$ cat config.mk
export PLATFORM = sky130hd
export DESIGN_NAME = print_block_motion_interpreter
export DESIGN_NICKNAME = d
export VERILOG_FILES = /design/src/design/pbmi_pkg.sv /design/src/design/pbmi_alu.sv /design/src/design/print_block_motion_interpreter.sv
export SDC_FILE = /design/constraint.sdc
export NUM_CORES = 2
export LEC_CHECK = 0
export BUFFER_PORTS_ARGS = -buffer_cell sky130_fd_sc_hd__buf_2
export CAP_MARGIN = 20
export CORE_ASPECT_RATIO = 1.2
export CORE_UTILIZATION = 45
export CTS_BUF_LIST = sky130_fd_sc_hd__clkbuf_4 sky130_fd_sc_hd__clkbuf_8
export DETAILED_ROUTE_END_ITERATION = 8
export PLACE_DENSITY = 0.58
export SETUP_SLACK_MARGIN = 0.4
export SLEW_MARGIN = 40
export SYNTH_ARGS = -nofsm -noshare
export SYNTH_HDL_FRONTEND = slang
export SYNTH_HIERARCHICAL = 1
export SYNTH_SLANG_ARGS = --single-unit
$ cat constraint.sdc
create_clock -name clk_i -period 19.6 [get_ports clk_i]
set_clock_uncertainty 0.1 [all_clocks]
set_input_delay 3.92 -clock clk_i [delete_from_list [all_inputs] [get_ports clk_i]]
set_output_delay 3.92 -clock clk_i [all_outputs]
set_load 0.02 [all_outputs]
$ cat src/design/pbmi_pkg.sv
`timescale 1ns / 1ps
`default_nettype none

package pbmi_pkg;

  // fixed point format of the positions
  localparam int FRAC_BITS = 16;

  // shared alu geometry
  localparam int ALU_A_W   = 80;
  localparam int ALU_B_W   = 48;
  localparam int MUL_STEPS = 32;
  localparam int DIV_STEPS = ALU_A_W;
  localparam int ALU_CNT_W = $clog2(DIV_STEPS);

  localparam logic [30:0] FEED_MAX = 31'h7FFF_FFFF;
  localparam logic [32:0] MAG_CAP  = 33'h1_0000_0000;

  // opcodes
  localparam logic [31:0] CMD_STOP  = 32'd1;
  localparam logic [31:0] CMD_PAUSE = 32'd2;
  localparam logic [31:0] CMD_MOVEF = 32'd3;
  localparam logic [31:0] CMD_MOVEL = 32'd4;
  localparam logic [31:0] CMD_DELAY = 32'd5;
  localparam logic [31:0] CMD_PARAM = 32'd6;

  // parameter ids
  localparam logic [31:0] PARAM_NOZZLE = 32'h0000_0039;
  localparam logic [31:0] PARAM_BED    = 32'h0000_003B;

  // result kinds
  localparam logic [2:0] KIND_MOVE    = 3'd0;
  localparam logic [2:0] KIND_DWELL   = 3'd1;
  localparam logic [2:0] KIND_NOZZLE  = 3'd2;
  localparam logic [2:0] KIND_BED     = 3'd3;
  localparam logic [2:0] KIND_STOP    = 3'd4;
  localparam logic [2:0] KIND_PAUSE   = 3'd5;
  localparam logic [2:0] KIND_REPORT  = 3'd6;
  localparam logic [2:0] KIND_UNKNOWN = 3'd7;

  // axis mask bits
  localparam logic [3:0] AXM_X = 4'b0001;
  localparam logic [3:0] AXM_Y = 4'b0010;
  localparam logic [3:0] AXM_Z = 4'b0100;
  localparam logic [3:0] AXM_E = 4'b1000;
  localparam logic [3:0] AXM_MOVEL = AXM_X | AXM_Y | AXM_E;

  // register indexes
  localparam logic [2:0] REG_SPM_X    = 3'd0;
  localparam logic [2:0] REG_SPM_Y    = 3'd1;
  localparam logic [2:0] REG_SPM_E    = 3'd2;
  localparam logic [2:0] REG_Z_OFFSET = 3'd3;
  localparam logic [2:0] REG_TICK     = 3'd4;

  // axis slots of the ramp loop
  localparam logic [1:0] AX_X = 2'd0;
  localparam logic [1:0] AX_Y = 2'd1;
  localparam logic [1:0] AX_E = 2'd2;

  typedef enum logic {
    ALU_MUL,
    ALU_DIV
  } alu_op_e;

  typedef struct packed {
    logic    start;
    alu_op_e op;
  } alu_req_t;

  typedef enum logic [3:0] {
    ST_IDLE,
    ST_DECODE,
    ST_TRI,
    ST_MV,
    ST_MA,
    ST_QDIV,
    ST_CHECK,
    ST_D1,
    ST_D2,
    ST_FM,
    ST_FD,
    ST_FIN,
    ST_PUT
  } state_e;

  // magnitude of a single float times 2^frac, capped at 2^32
  function automatic logic [32:0] f_mag(input logic [31:0] w, input int frac,
                                        input logic rnd);
    logic [7:0]  e;
    logic [23:0] m;
    logic [32:0] v;
    logic [25:0] r;
    int          sh;
    int          n;
    e = w[30:23];
    m = {1'b0, w[22:0]};
    v = '0;
    r = '0;
    sh = 0;
    n = 0;
    f_mag = '0;
    if (e == 8'hFF) begin
      f_mag = (w[22:0] != 23'd0) ? 33'd0 : MAG_CAP;
    end else if (e != 8'd0 || w[22:0] != 23'd0) begin
      if (e == 8'd0) begin
        sh = 1 - 150 + frac;
      end else begin
        m[23] = 1'b1;
        sh = int'(e) - 150 + frac;
      end
      if (sh >= 9) begin
        f_mag = MAG_CAP;
      end else if (sh >= 0) begin
        v = 33'(m) << sh;
        f_mag = (v > MAG_CAP) ? MAG_CAP : v;
      end else begin
        n = -sh;
        if (n >= 25) begin
          f_mag = '0;
        end else if (rnd) begin
          r = 26'(m) + (26'd1 << (n - 1));
          f_mag = 33'(r >> n);
        end else begin
          f_mag = 33'(m >> n);
        end
      end
    end
  endfunction

  // float to fixed point, round to nearest, saturating
  function automatic logic signed [31:0] f_to_q(input logic [31:0] w);
    logic [32:0] mag;
    mag = f_mag(w, FRAC_BITS, 1'b1);
    if (w[31]) begin
      f_to_q = (mag > 33'h0_8000_0000) ? 32'sh8000_0000 : 32'(-mag);
    end else begin
      f_to_q = (mag > 33'h0_7FFF_FFFF) ? 32'sh7FFF_FFFF : 32'(mag);
    end
  endfunction

  // float feed, truncated and saturated
  function automatic logic [30:0] f_to_feed(input logic [31:0] w);
    logic [32:0] mag;
    mag = f_mag(w, 0, 1'b0);
    f_to_feed = (mag > 33'(FEED_MAX)) ? FEED_MAX : mag[30:0];
  endfunction

  function automatic logic signed [31:0] sat32(input logic signed [35:0] v);
    if (v > 36'sh0_7FFF_FFFF) begin
      sat32 = 32'sh7FFF_FFFF;
    end else if (v < -36'sh0_8000_0000) begin
      sat32 = 32'sh8000_0000;
    end else begin
      sat32 = v[31:0];
    end
  endfunction

  function automatic logic [15:0] abs16(input logic [15:0] v);
    abs16 = v[15] ? 16'(-v) : v;
  endfunction

endpackage

`default_nettype wire

$ cat src/design/pbmi_alu.sv
`timescale 1ns / 1ps
`default_nettype none

module pbmi_alu
  import pbmi_pkg::*;
(
  input  wire logic                 clk_i,
  input  wire logic                 rst_ni,
  input  wire alu_req_t             req_i,
  input  wire logic [ALU_A_W-1:0]   a_i,
  input  wire logic [ALU_B_W-1:0]   b_i,
  output logic                      done_o,
  output logic [ALU_A_W-1:0]        res_o
);

  logic                 busy_q, busy_d;
  logic                 done_q, done_d;
  alu_op_e              op_q, op_d;
  logic [ALU_CNT_W-1:0] cnt_q, cnt_d;
  logic [ALU_B_W:0]     r_q, r_d;
  logic [ALU_A_W-1:0]   w_q, w_d;
  logic [ALU_B_W-1:0]   opnd_q, opnd_d;

  logic [ALU_B_W:0]     sum;
  logic [ALU_B_W:0]     trial;
  logic                 fits;
  logic [ALU_CNT_W-1:0] last;

  always_comb begin
    // multiply: add then shift right, product bits enter w from the top
    sum   = {1'b0, r_q[ALU_B_W-1:0]} + (w_q[0] ? {1'b0, opnd_q} : '0);
    // divide: restoring, one quotient bit a step
    trial = {r_q[ALU_B_W-1:0], w_q[ALU_A_W-1]};
    fits  = trial >= {1'b0, opnd_q};
    last  = (op_q == ALU_MUL) ? ALU_CNT_W'(MUL_STEPS - 1) : ALU_CNT_W'(DIV_STEPS - 1);

    busy_d = busy_q;
    done_d = 1'b0;
    op_d   = op_q;
    cnt_d  = cnt_q;
    r_d    = r_q;
    w_d    = w_q;
    opnd_d = opnd_q;
    if (req_i.start) begin
      busy_d = 1'b1;
      op_d   = req_i.op;
      cnt_d  = '0;
      r_d    = '0;
      if (req_i.op == ALU_MUL) begin
        w_d    = ALU_A_W'(b_i[MUL_STEPS-1:0]);
        opnd_d = a_i[ALU_B_W-1:0];
      end else begin
        w_d    = a_i;
        opnd_d = b_i;
      end
    end else if (busy_q) begin
      if (op_q == ALU_MUL) begin
        r_d = {1'b0, sum[ALU_B_W:1]};
        w_d = {sum[0], w_q[ALU_A_W-1:1]};
      end else begin
        r_d = fits ? (trial - {1'b0, opnd_q}) : trial;
        w_d = {w_q[ALU_A_W-2:0], fits};
      end
      cnt_d = cnt_q + 1'b1;
      if (cnt_q == last) begin
        busy_d = 1'b0;
        done_d = 1'b1;
      end
    end
  end

  always_ff @(posedge clk_i or negedge rst_ni) begin
    if (!rst_ni) begin
      busy_q <= 1'b0;
      done_q <= 1'b0;
    end else begin
      busy_q <= busy_d;
      done_q <= done_d;
    end
  end

  always_ff @(posedge clk_i) begin
    op_q   <= op_d;
    cnt_q  <= cnt_d;
    r_q    <= r_d;
    w_q    <= w_d;
    opnd_q <= opnd_d;
  end

  assign done_o = done_q;
  assign res_o  = (op_q == ALU_MUL) ?
                  {r_q[ALU_B_W-1:0], w_q[ALU_A_W-1:ALU_A_W-MUL_STEPS]} : w_q;

endmodule

`default_nettype wire

$ cat src/design/print_block_motion_interpreter.sv
`timescale 1ns / 1ps
`default_nettype none

// Print program block interpreter. Each input word is one program block
// (opcode plus four raw data words); each block gives at most one result
// word on the output channel. The block keeps X, Y, Z and E in signed
// Q16.16 mm, the last reported feed and the MoveF half toggle. MoveL
// runs its multiplies and divides on one shared iterative unit. The input
// is not ready while a block is worked on; a finished result waits in
// the output register while the next block is already taken in.
// Configuration registers are written by index with no handshake.

module print_block_motion_interpreter
  import pbmi_pkg::*;
(
  input  wire logic               clk_i,
  input  wire logic               rst_ni,
  // configuration
  input  wire logic               cfg_we_i,
  input  wire logic [2:0]         cfg_index_i,
  input  wire logic [31:0]        cfg_data_i,
  // block input
  input  wire logic               in_valid_i,
  output logic                    in_ready_o,
  input  wire logic [31:0]        command_i,
  input  wire logic [31:0]        word_one_i,
  input  wire logic [31:0]        word_two_i,
  input  wire logic [31:0]        word_three_i,
  input  wire logic [31:0]        word_four_i,
  // result output
  output logic                    out_valid_o,
  input  wire logic               out_ready_i,
  output logic [2:0]              kind_o,
  output logic signed [31:0]      out_x_o,
  output logic signed [31:0]      out_y_o,
  output logic signed [31:0]      out_z_o,
  output logic signed [31:0]      out_e_o,
  output logic [3:0]              axis_mask_o,
  output logic [30:0]             feed_o,
  output logic                    has_feed_o,
  output logic [31:0]             code_o,
  output logic [31:0]             value_o
);

  // configuration registers
  logic [15:0]        spm_x_q, spm_y_q, spm_e_q;
  logic signed [31:0] z_off_q;
  logic [31:0]        tick_q;

  // interpreter state
  logic signed [31:0] pos_x_q, pos_y_q, pos_z_q, pos_e_q;
  logic [31:0]        last_feed_q;
  logic [30:0]        mfs_q;
  logic [3:0]         flags_q;
  logic               xy_half_q;

  // sequencer
  state_e     state_q, state_d;
  logic       issued_q;
  logic [1:0] ax_q;

  // latched block
  logic [31:0] cmd_q, w1_q, w2_q, w3_q, w4_q;

  // ramp work registers
  logic [30:0]        tri_q;
  logic [30:0]        p1_q;
  logic signed [39:0] sx_q, sy_q, se_q;
  logic [31:0]        tmp_q;
  logic [47:0]        d_q;
  logic [30:0]        fmax_q;

  // pending result
  logic [2:0]  res_kind_q;
  logic [3:0]  res_mask_q;
  logic [30:0] res_feed_q;
  logic        res_has_q;
  logic [31:0] res_code_q, res_value_q;
  logic        res_move_q;

  logic out_valid_q;
  logic slot_free;

  // shared unit
  alu_req_t            alu_req;
  logic [ALU_A_W-1:0]  alu_a;
  logic [ALU_B_W-1:0]  alu_b;
  logic                alu_done;
  logic [ALU_A_W-1:0]  alu_res;

  pbmi_alu u_alu (
    .clk_i  (clk_i),
    .rst_ni (rst_ni),
    .req_i  (alu_req),
    .a_i    (alu_a),
    .b_i    (alu_b),
    .done_o (alu_done),
    .res_o  (alu_res)
  );

  assign slot_free = !out_valid_q || out_ready_i;

  // block fields
  logic [15:0] cnt_n, per;
  assign cnt_n = w1_q[15:0];
  assign per   = w1_q[31:16];

  // per-axis selection for the ramp loop
  logic [15:0]        v_sel, a_sel, spm_sel;
  logic signed [39:0] st_sel;
  logic signed [31:0] pos_sel;
  logic [39:0]        st_mag;
  logic [47:0]        a60;

  always_comb begin
    unique case (ax_q)
      AX_X: begin
        v_sel = w2_q[15:0];   a_sel = w3_q[31:16];
        spm_sel = spm_x_q;    st_sel = sx_q;  pos_sel = pos_x_q;
      end
      AX_Y: begin
        v_sel = w2_q[31:16];  a_sel = w4_q[15:0];
        spm_sel = spm_y_q;    st_sel = sy_q;  pos_sel = pos_y_q;
      end
      default: begin
        v_sel = w3_q[15:0];   a_sel = w4_q[31:16];
        spm_sel = spm_e_q;    st_sel = se_q;  pos_sel = pos_e_q;
      end
    endcase
    // zero steps per mm counts as one
    if (spm_sel == 16'd0) spm_sel = 16'd1;
    st_mag = st_sel[39] ? 40'(-st_sel) : 40'(st_sel);
    // times 60 as two shifts
    a60 = (48'(st_mag) << 6) - (48'(st_mag) << 2);
  end

  // ramp sum: sign-fixed partial products, floor over 512
  logic [48:0]        t1, t2, num;
  logic signed [39:0] steps_new;
  always_comb begin
    t1 = 49'(p1_q);
    t2 = 49'(alu_res[46:0]);
    num = (v_sel[15] ? -t1 : t1) + (a_sel[15] ? -t2 : t2);
    steps_new = num[48:9];
  end

  // quotient of the step conversion applied to the position
  logic [33:0]        qc;
  logic signed [35:0] delta;
  logic signed [31:0] pos_new;
  always_comb begin
    qc = (alu_res[ALU_A_W-1:33] != '0) ? 34'h2_0000_0000 : alu_res[33:0];
    delta = st_sel[39] ? -$signed({2'b00, qc}) : $signed({2'b00, qc});
    pos_new = sat32({{4{pos_sel[31]}}, pos_sel} + delta);
  end

  // saturated feed of one axis
  logic [30:0] feed_ax;
  assign feed_ax = (alu_res[ALU_A_W-1:31] != '0) ? FEED_MAX : alu_res[30:0];

  // MoveF half
  logic               nz1, nz3, nan1, nan3, neg3;
  logic [30:0]        f1, f3;
  logic signed [31:0] q2, q4;
  logic [3:0]         mf_flags;
  logic [30:0]        mf_max;
  logic signed [31:0] mf_px, mf_py, mf_pz, mf_pe;
  always_comb begin
    nz1  = w1_q[30:0] != 31'd0;
    nz3  = w3_q[30:0] != 31'd0;
    nan1 = (w1_q[30:23] == 8'hFF) && (w1_q[22:0] != 23'd0);
    nan3 = (w3_q[30:23] == 8'hFF) && (w3_q[22:0] != 23'd0);
    neg3 = w3_q[31] && nz3 && !nan3;
    f1 = f_to_feed(w1_q);
    f3 = f_to_feed(w3_q);
    q2 = f_to_q(w2_q);
    q4 = f_to_q(w4_q);
    mf_flags = xy_half_q ? 4'd0 : flags_q;
    mf_max   = xy_half_q ? 31'd0 : mfs_q;
    mf_px = pos_x_q;  mf_py = pos_y_q;  mf_pz = pos_z_q;  mf_pe = pos_e_q;
    if (nz1) begin
      if (xy_half_q) mf_px = q2;
      else           mf_pz = q2;
      if (!nan1 && f1 > mf_max) mf_max = f1;
      mf_flags = mf_flags | (xy_half_q ? AXM_X : AXM_Z);
    end
    if (nz3) begin
      if (xy_half_q) mf_py = q4;
      else if (neg3) mf_pe = q4;
      else           mf_pe = sat32({{4{pos_e_q[31]}}, pos_e_q} + {{4{q4[31]}}, q4});
      if (!nan3 && f3 > mf_max) mf_max = f3;
      mf_flags = mf_flags | (xy_half_q ? AXM_Y : AXM_E);
    end
  end

  logic mf_result;
  assign mf_result = !xy_half_q && (mf_flags != 4'd0);

  logic steps_all_zero;
  assign steps_all_zero = (sx_q == '0) && (sy_q == '0) && (se_q == '0);

  // next state
  always_comb begin
    state_d = state_q;
    unique case (state_q)
      ST_IDLE:   if (in_valid_i) state_d = ST_DECODE;
      ST_DECODE: begin
        if (cmd_q == CMD_MOVEL)      state_d = ST_TRI;
        else if (cmd_q == CMD_MOVEF) state_d = mf_result ? ST_PUT : ST_IDLE;
        else                         state_d = ST_PUT;
      end
      ST_TRI:  if (alu_done) state_d = ST_MV;
      ST_MV:   if (alu_done) state_d = ST_MA;
      ST_MA:   if (alu_done) state_d = ST_QDIV;
      ST_QDIV: if (alu_done) state_d = (ax_q == AX_E) ? ST_CHECK : ST_MV;
      ST_CHECK: begin
        if (steps_all_zero)                          state_d = ST_IDLE;
        else if (cnt_n < 16'd2 || per == 16'd0)      state_d = ST_PUT;
        else                                         state_d = ST_D1;
      end
      ST_D1:  if (alu_done) state_d = ST_D2;
      ST_D2:  if (alu_done) state_d = ST_FM;
      ST_FM:  if (alu_done) state_d = ST_FD;
      ST_FD:  if (alu_done) state_d = (ax_q == AX_E) ? ST_FIN : ST_D1;
      ST_FIN: state_d = ST_PUT;
      ST_PUT: if (slot_free) state_d = ST_IDLE;
      default: state_d = ST_IDLE;
    endcase
  end

  // sequencer outputs: handshake and shared unit operands
  always_comb begin
    in_ready_o    = 1'b0;
    alu_req.start = 1'b0;
    alu_req.op    = ALU_MUL;
    alu_a         = '0;
    alu_b         = '0;
    unique case (state_q)
      ST_IDLE: in_ready_o = 1'b1;
      ST_TRI: begin
        alu_a = ALU_A_W'(cnt_n);
        alu_b = ALU_B_W'(16'(cnt_n - 16'd1));
      end
      ST_MV: begin
        alu_a = ALU_A_W'(abs16(v_sel));
        alu_b = ALU_B_W'(cnt_n);
      end
      ST_MA: begin
        alu_a = ALU_A_W'(abs16(a_sel));
        alu_b = ALU_B_W'(tri_q);
      end
      ST_QDIV: begin
        alu_req.op = ALU_DIV;
        alu_a = (ALU_A_W'(st_mag) << FRAC_BITS) + ALU_A_W'(spm_sel >> 1);
        alu_b = ALU_B_W'(spm_sel);
      end
      ST_D1: begin
        alu_a = ALU_A_W'(spm_sel);
        alu_b = ALU_B_W'(per);
      end
      ST_D2: begin
        alu_a = ALU_A_W'(tmp_q);
        alu_b = ALU_B_W'(cnt_n);
      end
      ST_FM: begin
        alu_a = ALU_A_W'(a60);
        alu_b = ALU_B_W'(tick_q);
      end
      ST_FD: begin
        // the product of the previous step still sits in the unit
        alu_req.op = ALU_DIV;
        alu_a = alu_res;
        alu_b = d_q;
      end
      default: ;
    endcase
    if ((state_q == ST_TRI) || (state_q == ST_MV) || (state_q == ST_MA) ||
        (state_q == ST_QDIV) || (state_q == ST_D1) || (state_q == ST_D2) ||
        (state_q == ST_FM) || (state_q == ST_FD)) begin
      alu_req.start = !issued_q;
    end
  end

  // feed reporting: only a changed feed is shown
  logic [30:0] rep_f;
  logic        rep_has;
  always_comb begin
    unique case (state_q)
      ST_DECODE: rep_f = mf_max;
      ST_CHECK:  rep_f = FEED_MAX;
      default:   rep_f = fmax_q;
    endcase
    rep_has = last_feed_q != {1'b0, rep_f};
  end

  // control state, positions and configuration
  always_ff @(posedge clk_i or negedge rst_ni) begin
    if (!rst_ni) begin
      state_q     <= ST_IDLE;
      issued_q    <= 1'b0;
      out_valid_q <= 1'b0;
      spm_x_q     <= 16'd854;
      spm_y_q     <= 16'd854;
      spm_e_q     <= 16'd854;
      z_off_q     <= 32'sd8067482;
      tick_q      <= 32'd50000000;
      pos_x_q     <= '0;
      pos_y_q     <= '0;
      pos_z_q     <= '0;
      pos_e_q     <= '0;
      last_feed_q <= '1;
      mfs_q       <= '0;
      flags_q     <= '0;
      xy_half_q   <= 1'b1;
    end else begin
      state_q <= state_d;
      if (alu_req.start)  issued_q <= 1'b1;
      else if (alu_done)  issued_q <= 1'b0;

      if (state_q == ST_PUT && slot_free) out_valid_q <= 1'b1;
      else if (out_ready_i)               out_valid_q <= 1'b0;

      if (cfg_we_i) begin
        unique case (cfg_index_i)
          REG_SPM_X:    spm_x_q <= cfg_data_i[15:0];
          REG_SPM_Y:    spm_y_q <= cfg_data_i[15:0];
          REG_SPM_E:    spm_e_q <= cfg_data_i[15:0];
          REG_Z_OFFSET: z_off_q <= cfg_data_i;
          REG_TICK:     tick_q  <= cfg_data_i;
          default: ;
        endcase
      end

      if (state_q == ST_DECODE && cmd_q == CMD_MOVEF) begin
        xy_half_q <= !xy_half_q;
        flags_q   <= mf_flags;
        mfs_q     <= mf_max;
        pos_x_q   <= mf_px;
        pos_y_q   <= mf_py;
        pos_z_q   <= mf_pz;
        pos_e_q   <= mf_pe;
        if (mf_result) last_feed_q <= {1'b0, mf_max};
      end

      if (state_q == ST_QDIV && alu_done) begin
        unique case (ax_q)
          AX_X:    pos_x_q <= pos_new;
          AX_Y:    pos_y_q <= pos_new;
          default: pos_e_q <= pos_new;
        endcase
      end

      if ((state_q == ST_CHECK && !steps_all_zero && cnt_n >= 16'd2 && per == 16'd0) ||
          state_q == ST_FIN) begin
        last_feed_q <= {1'b0, rep_f};
      end
    end
  end

  // payload and work registers
  always_ff @(posedge clk_i) begin
    if (in_valid_i && in_ready_o) begin
      cmd_q <= command_i;
      w1_q  <= word_one_i;
      w2_q  <= word_two_i;
      w3_q  <= word_three_i;
      w4_q  <= word_four_i;
    end

    unique case (state_q)
      ST_DECODE: begin
        ax_q   <= AX_X;
        fmax_q <= '0;
        case (cmd_q)
          CMD_STOP: begin
            res_kind_q  <= KIND_STOP;
            res_mask_q  <= '0;
            res_feed_q  <= '0;
            res_has_q   <= 1'b0;
            res_move_q  <= 1'b0;
            res_code_q  <= '0;
            res_value_q <= '0;
          end
          CMD_PAUSE: begin
            res_kind_q  <= KIND_PAUSE;
            res_mask_q  <= '0;
            res_feed_q  <= '0;
            res_has_q   <= 1'b0;
            res_move_q  <= 1'b0;
            res_code_q  <= '0;
            res_value_q <= w1_q;
          end
          CMD_DELAY: begin
            res_kind_q  <= KIND_DWELL;
            res_mask_q  <= '0;
            res_feed_q  <= '0;
            res_has_q   <= 1'b0;
            res_move_q  <= 1'b0;
            res_code_q  <= '0;
            res_value_q <= w1_q;
          end
          CMD_PARAM: begin
            if (w1_q == PARAM_NOZZLE)   res_kind_q <= KIND_NOZZLE;
            else if (w1_q == PARAM_BED) res_kind_q <= KIND_BED;
            else                        res_kind_q <= KIND_REPORT;
            res_mask_q  <= '0;
            res_feed_q  <= '0;
            res_has_q   <= 1'b0;
            res_move_q  <= 1'b0;
            res_code_q  <= w1_q;
            res_value_q <= w2_q;
          end
          CMD_MOVEF: begin
            res_kind_q  <= KIND_MOVE;
            res_move_q  <= 1'b1;
            res_mask_q  <= mf_flags;
            res_has_q   <= rep_has;
            res_feed_q  <= rep_has ? rep_f : '0;
            res_code_q  <= '0;
            res_value_q <= '0;
          end
          CMD_MOVEL: begin
            res_kind_q  <= KIND_MOVE;
            res_move_q  <= 1'b1;
            res_mask_q  <= AXM_MOVEL;
            res_feed_q  <= '0;
            res_has_q   <= 1'b0;
            res_code_q  <= '0;
            res_value_q <= '0;
          end
          default: begin
            res_kind_q  <= KIND_UNKNOWN;
            res_mask_q  <= '0;
            res_feed_q  <= '0;
            res_has_q   <= 1'b0;
            res_move_q  <= 1'b0;
            res_code_q  <= cmd_q;
            res_value_q <= w1_q;
          end
        endcase
      end
      ST_TRI:  if (alu_done) tri_q <= alu_res[31:1];
      ST_MV:   if (alu_done) p1_q <= alu_res[30:0];
      ST_MA: begin
        if (alu_done) begin
          unique case (ax_q)
            AX_X:    sx_q <= steps_new;
            AX_Y:    sy_q <= steps_new;
            default: se_q <= steps_new;
          endcase
        end
      end
      ST_QDIV: if (alu_done) ax_q <= (ax_q == AX_E) ? AX_X : 2'(ax_q + 2'd1);
      ST_CHECK: begin
        if (cnt_n >= 16'd2 && per == 16'd0) begin
          res_has_q  <= rep_has;
          res_feed_q <= rep_has ? rep_f : '0;
        end
      end
      ST_D1:   if (alu_done) tmp_q <= alu_res[31:0];
      ST_D2:   if (alu_done) d_q <= alu_res[47:0];
      ST_FD: begin
        if (alu_done) begin
          if (feed_ax > fmax_q) fmax_q <= feed_ax;
          ax_q <= (ax_q == AX_E) ? AX_X : 2'(ax_q + 2'd1);
        end
      end
      ST_FIN: begin
        res_has_q  <= rep_has;
        res_feed_q <= rep_has ? rep_f : '0;
      end
      default: ;
    endcase

    // result register, positions as they stand after the block
    if (state_q == ST_PUT && slot_free) begin
      kind_o      <= res_kind_q;
      out_x_o     <= res_move_q ? pos_y_q : '0;
      out_y_o     <= res_move_q ? sat32(-{{4{pos_x_q[31]}}, pos_x_q}) : '0;
      out_z_o     <= res_move_q ?
                     sat32({{4{pos_z_q[31]}}, pos_z_q} + {{4{z_off_q[31]}}, z_off_q}) : '0;
      out_e_o     <= res_move_q ? pos_e_q : '0;
      axis_mask_o <= res_mask_q;
      feed_o      <= res_feed_q;
      has_feed_o  <= res_has_q;
      code_o      <= res_code_q;
      value_o     <= res_value_q;
    end
  end

  assign out_valid_o = out_valid_q;

endmodule

`default_nettype wire

# Yosys cells after proc, flatten, opt, wreduce, memory -nomap -nowiden
# Cells that the tools add are included.
[totals]
register_bits = 1290
output_inout_bits = 233
wordCells = 457
[classes]
order_cmp = 36
shifts = 10
n_reduce_logical = 96
n_mux = 175
n_eq_ne = 45
bitwise = 5
add_sub_neg = 34
[op_table]
columns = ["operator", "count"]
rows = [
  ["2-to-1 mux 32 bit", 43],
  ["2-to-1 mux 33 bit", 28],
  ["case mux 80 bit (8 select lines)", 1],
  ["2-to-1 mux 31 bit", 15],
  ["2-to-1 mux 80 bit", 5],
  ["case mux 48 bit (7 select lines)", 1],
  ["2-to-1 mux 48 bit", 4],
  ["negation 32 bit", 6],
  ["case mux 32 bit (2 select lines)", 3],
  ["> comparator 33 x 31 -> 1 bit, second input constant", 4],
  ["> comparator 33 x 32 -> 1 bit, second input constant", 4],
  ["> comparator 33 bit, second input constant", 4],
  ["left shift 24 x 32 -> 33 bit", 4],
  ["greater-or-equal comparator 32 x 1 -> 1 bit, second input constant", 4],
  ["greater-or-equal comparator 32 x 5 -> 1 bit, second input constant", 4],
  ["greater-or-equal comparator 32 x 6 -> 1 bit, second input constant", 4],
  ["case mux 31 bit (2 select lines)", 2],
  ["logical NOT 40 bit", 3],
  ["2-to-1 mux 49 bit", 2],
  ["== test 32 x 3 -> 1 bit, second input constant", 3],
  ["case mux 16 bit (2 select lines)", 3],
  ["> comparator 31 bit", 3],
  ["case mux 31 bit (3 select lines)", 1],
  ["nonzero test 23 bit", 4],
  ["85 further kinds", 246],
]

# Longest topological paths before layout
[logic_depth]
depth_word = 28
mapped_depth = 67
depth_no_buf = 59

# Modules after synthesis
# The synthesis kept the hierarchy.
[modules_own_cells]
columns = ["module", "cells_per_inst", "n_inst", "seq_area_each_um2", "area_each_um2"]
rows = [
  ["print_block_motion_interpreter", 9930, 1, 31675.4, 87528.9],
  ["pbmi_alu", 1848, 1, 5024.8, 16150.5],
]

# Worst setup path before layout
# OpenSTA, ideal clock, no wires.
[synth_path]
kind = "reg-to-reg"
startpoint = "register w4_q[24]"
endpoint = "register pos_e_q[2]"
path_buffers = 7
path_slack_ns = 5.160
arrival_time_ns = 14.214
required_time_ns = 19.374
setup_ns = 0.126
synth_period_minus_slack_ns = 14.440
stages_incl_launch_ff = 65
path_cell_list = "edfxtp_1 > buf_2 > a21o_1 > buf_2 > xnor2_1 > clkinv_1 > clkbuf_1 > ha_1 > xnor2_1 > xnor2_1 > nor2_2 > nand3_2 > ha_1 > or4b_2 > nor3_1 > nand3_1 > a211oi_1 > o21ai_0 > [... 29 more ...] > a21o_1 > a21o_1 > a211o_1 > a211o_1 > o311ai_0 > o211ai_1 > a41oi_1 > o21ai_0 > a31o_2 > o41a_1 > nor4_1 > a21oi_1 > or2_2 > clkbuf_1 > a21oi_1 > nor2_1 > a221oi_1 > nand2_1"
[synth_via]
elab_chain_cells = 28
word_cells_on_any_way = 45
classes_between = "7 x add/sub; 8 x order compare; 1 x eq/ne; 3 x shift; 23 x mux; 3 x reduce/logical"
[synth_rtl]
columns = ["item", "line_no", "source"]
rows = [
  ["start, declared", "print_block_motion_interpreter.sv:63", "logic [31:0] cmd_q, w1_q, w2_q, w3_q, w4_q;"],
  ["start signal, assigned", "print_block_motion_interpreter.sv:367", "w4_q <= word_four_i;"],
  ["subtractor 8 x 8 -> 9 bit", "pbmi_pkg.sv:109", "sh = int'(e) - 150 + frac;"],
  ["adder 9 x 6 -> 10 bit", "pbmi_pkg.sv:109", ""],
  ["2-to-1 mux 32 bit", "pbmi_pkg.sv:105", "if (e == 8'd0) begin"],
  ["2-to-1 mux 32 bit", "pbmi_pkg.sv:104", "end else if (e != 8'd0 || w[22:0] != 23'd0) begin"],
  ["2-to-1 mux 32 bit", "pbmi_pkg.sv:102", "if (e == 8'hFF) begin"],
  ["negation 32 bit", "pbmi_pkg.sv:117", "n = -sh;"],
  ["subtractor 32 x 2 -> 32 bit", "pbmi_pkg.sv:121", "r = 26'(m) + (26'd1 << (n - 1));"],
  ["left shift 1 x 32 -> 26 bit", "pbmi_pkg.sv:121", ""],
  ["[... 12 more ...]", "--", ""],
  ["2-to-1 mux 32 bit", "pbmi_pkg.sv:151", "end else if (v < -36'sh0_8000_0000) begin"],
  ["2-to-1 mux 32 bit", "pbmi_pkg.sv:149", "if (v > 36'sh0_7FFF_FFFF) begin"],
  ["2-to-1 mux 32 bit (*)", "print_block_motion_interpreter.sv:189", "else if (neg3) mf_pe = q4;"],
  ["2-to-1 mux 32 bit (*)", "print_block_motion_interpreter.sv:188", "if (xy_half_q) mf_py = q4;"],
  ["2-to-1 mux 32 bit (*)", "print_block_motion_interpreter.sv:187", "if (nz3) begin"],
  ["2-to-1 mux 32 bit (*)", "print_block_motion_interpreter.sv:334", "if (state_q == ST_DECODE && cmd_q == CMD_MOVEF) begin"],
  ["2-to-1 mux 32 bit", "print_block_motion_interpreter.sv:346", "unique case (ax_q)"],
  ["2-to-1 mux 32 bit (*)", "print_block_motion_interpreter.sv:345", "if (state_q == ST_QDIV && alu_done) begin"],
  ["end signal, assigned", "print_block_motion_interpreter.sv:341", "pos_e_q <= mf_pe;"],
  ["end signal, assigned", "print_block_motion_interpreter.sv:349", "default: pos_e_q <= pos_new;"],
  ["end, declared", "print_block_motion_interpreter.sv:51", "logic signed [31:0] pos_x_q, pos_y_q, pos_z_q, pos_e_q;"],
]
# Every way passes the cells marked *; elsewhere a longest branch is shown, timed or not. The select of a mux whose other input is x is not followed.
# A chain may end at the register's enable or synchronous reset.

# Worst setup path after layout
[layout_path]
startpoint = "register w4_q[26]"
endpoint = "register pos_e_q[12]"
# Same word-level chain as after synthesis.

==> out/metrics.cfg <==
[status]
status=finished, violations left
violations=design-rule violations

[clock_tree]
clock_latency_ns=1.03
postCtsSetupRepairBufs=0
postCtsResizedCells=0
h-tree-depth=4
cts_buffers=226
clk_pin_slew_ns=0.06
root_buffer=clkbuf_8
cts_num_sinks=1290
clk_path_buf_depth=4
cts-hold-fix-buffers=0
cts_tree=yes

[run]
max-cap-violations=0

[setup_path]
crit_slowest_cell=or4b_1
critPathMaxFanout=30
r2r-start=w4_q[26]$_DFFE_PP_
crit_required_ns=20.33
start_kind=flop
worstPathArrival_ns=17.63
r2r-end=pos_e_q[12]$_DFF_PN0_
r2r_slack_ns=2.70
endpoint_kind=flop
slowest_delay_ns=0.75
r2r_cells=59
crit_type=flop to flop

[floorplan]
dieHeight_um=527.8
start_util_pct=45.38
coreArea_sq_um=228500
die-area_sq_um=232300
ios=433
num_rows=192
die_w_um=440.2

[yosys]
syn_area_sq_um=103700
syn_area_per_cell_sq_um=8.803
async_flop_share_pct=24.50
synth_top_area_share_pct=26.62
seq_area_frac_synth_pct=35.40
synth_nets=12470
synthesis.instances=11780
synth_cell_types=134
netlist_top_cells_area=edfxtp_1 (27%), ha_1 (5.8%), dfrtp_1 (5.8%)
synth_edf_count=919
synth.largest_area_cell=edfxtp_1
yosys_warnings=6
synthFlopType=edfxtp_1
ys_seq_elements=1290

[power_and_ir_drop]
ir_drop_v=0.0001236
p_total_uw=15330
p_leak_uw=0.04556
power.density_nw_per_um2=133.9

[route]
drtAntennaViolNets=0
route.detailed.wl_per_inst_um=31.65
drtIter0Drc=13080
drc=4
first_pass_iters=9
vias_per_cell=6.721
vias=102100
wirelength_um=480600

[global_route]
grt_max_degree=142
overflow=0
grt_pass1_vias=97290
antenna_found_initial=57
grt_pass1_wl_um=686500
grt_usage_pct=39.98

[layout]
final_common_cell=nand2_1
filler_cell_count=21770
nNetsFinal=12650
seq_area_sq_um=36700
final_cell_mix=nand2_1 (1172), edfxtp_1 (919), nor2_1 (913), a21oi_1 (865), o21ai_0 (690)
final_cell_count_no_fill=15180
syn_to_final_growth_pct=10.44
multi_input_area_sq_um=63410
drive_above_1_share_pct=15.27
final_area_sq_um=114500

[sta]
setup_viol=0
fin_crit_ns=16.90
drv_slew=0
fin_crit_sh_pct=86.24
rsz0062_at_grt=false
slew_headroom_pct=33.24
hold_violations=0
tns_ns=0
fmax_mhz=59.16
tightest_slew_ns=0.9761

[place]
dpl.cell_count=14730
dp_hpwl_um=367500
place_area_sq_um=109500
gp_congestion=1.060
port_buffers=432

[hold_path]
min_to=value_o[20]$_DFFE_PP_
min_path_cells=0
holdCritStartpoint=res_value_q[20]$_DFFE_PP_
worst_hold_path_type=flop to flop

synthesized netlist by cell type (45+ instances only):
cell and count:
nand2_1 1177, nor2_1 931, edfxtp_1 919, a21oi_1 887
o21ai_0 711, clkbuf_1 621, ha_1 482, nand3_1 325
xnor2_1 310, inv_1 307, mux2i_1 285, a21o_1 273
mux2_2 267, nor3_1 266, and2_1 251, dfrtp_1 240
xor2_1 218, a31oi_1 178, nor4_1 161, and3_1 159
a22oi_1 156, a211oi_1 150, nand4_1 145, nand2b_1 139
a22o_1 137, o211ai_1 129, nor2b_1 115, o21a_1 110
or3_1 91, buf_1 84, o31ai_1 82, or2_2 78
dfstp_2 76, o22ai_1 75, o221ai_1 74, a221oi_1 64
buf_2 57, dfxtp_1 55, mux4_2 48, o21ai_1 45
o21bai_1 45
report_power, final:
group	internal, uW	switching [uW]
Clock	1440	1240
Sequential	3800	530
Combinational	2800	5520
Total	8050	7290
routing by layer:
layer | vias up | share of wire, % | wire (um) | global-route usage [%]
li1 | 44970 | - | - | -
met1 | 49900 | 39 | 186300 | 50.73
met2 | 5835 | 45 | 214100 | 62.19
met3 | 1324 | 8.9 | 42740 | 6.967
met4 | 18 | 7.7 | 37220 | 26.63
met5 | - | 0.024 | 115 | 0.02095
flip-flops by register name, summed over array words and instances (netlist names), 40 cells and up:
register,cells
u_alu/opnd_q,48
u_alu/r_q,48
sy_q,40
sx_q,40
se_q,40
u_alu/w_q,80
d_q,48
how the worst max path moves through the flow:
stage | from | endpoint | slack, ns | depth (start not counted)
floorplan | w4_q[24]$_DFFE_PP_ | pos_e_q[2]$_DFF_PN0_ | 5.16 | 64
global placement | w4_q[26]$_DFFE_PP_ | pos_e_q[12]$_DFF_PN0_ | 3.11 | 58
detailed placement | w4_q[26]$_DFFE_PP_ | pos_e_q[2]$_DFF_PN0_ | 2.95 | 58
CTS | w4_q[26]$_DFFE_PP_ | pos_e_q[12]$_DFF_PN0_ | 2.86 | 58
global route | w4_q[26]$_DFFE_PP_ | pos_e_q[18]$_DFF_PN0_ | 1.57 | 60
finish | w4_q[26]$_DFFE_PP_ | pos_e_q[12]$_DFF_PN0_ | 2.70 | 59
metrics by stage:
step / hold WS [ns] / setup slack (ns) / util (%)
floorplan: 0.3003 / 5.160 / -
global placement: 0.3007 / 3.109 / 47.74
detailed placement: 0.3045 / 2.947 / 47.94
CTS: 0.2507 / 2.860 / 49.99
global route: 0.2462 / 1.571 / 50.10
finish: 0.2520 / 2.697 / 50.12
cells by family (layout without fill, tap and decap cells):
| family | Yosys count | count (layout) | synth area share, % |
|---|---|---|---|
| XOR/XNOR | 529 | 529 | 4.476 |
| buffers and inverters | 1109 | 1473 | 4.180 |
| AND/OR/NAND/NOR | 4036 | 4036 | 19.06 |
| multiplexers | 601 | 601 | 6.709 |
| adder cells (fa/ha/maj) | 489 | 489 | 5.952 |
| other | 0 | 34 | 0 |
| AO/OA/AOI/OAI | 3724 | 3724 | 24.23 |
| flip-flops | 1290 | 1290 | 35.40 |
final cells by class:
cell class | count | area share [%]
Antenna cell | 34 | 0.07430
Clock buffer | 296 | 3.263
Clock inverter | 116 | 0.8348
Inverter | 326 | 1.072
Multi-Input combinational cell | 9379 | 55.38
Sequential cell | 1290 | 32.05
Tap cell | 3007 | 3.286
Timing Repair Buffer | 735 | 4.039
worst max-delay path: cells and delay by family, from the launching register on:
family | cells | cell delay [ns]
buf+inv | 6 | 1.08
simple gates | 17 | 5.26
compound gates | 28 | 7.25
flops | 1 | 0.63
xor+xnor | 3 | 0.82
fa+ha+maj | 5 | 1.58
(Power assumes the default switching activity.)
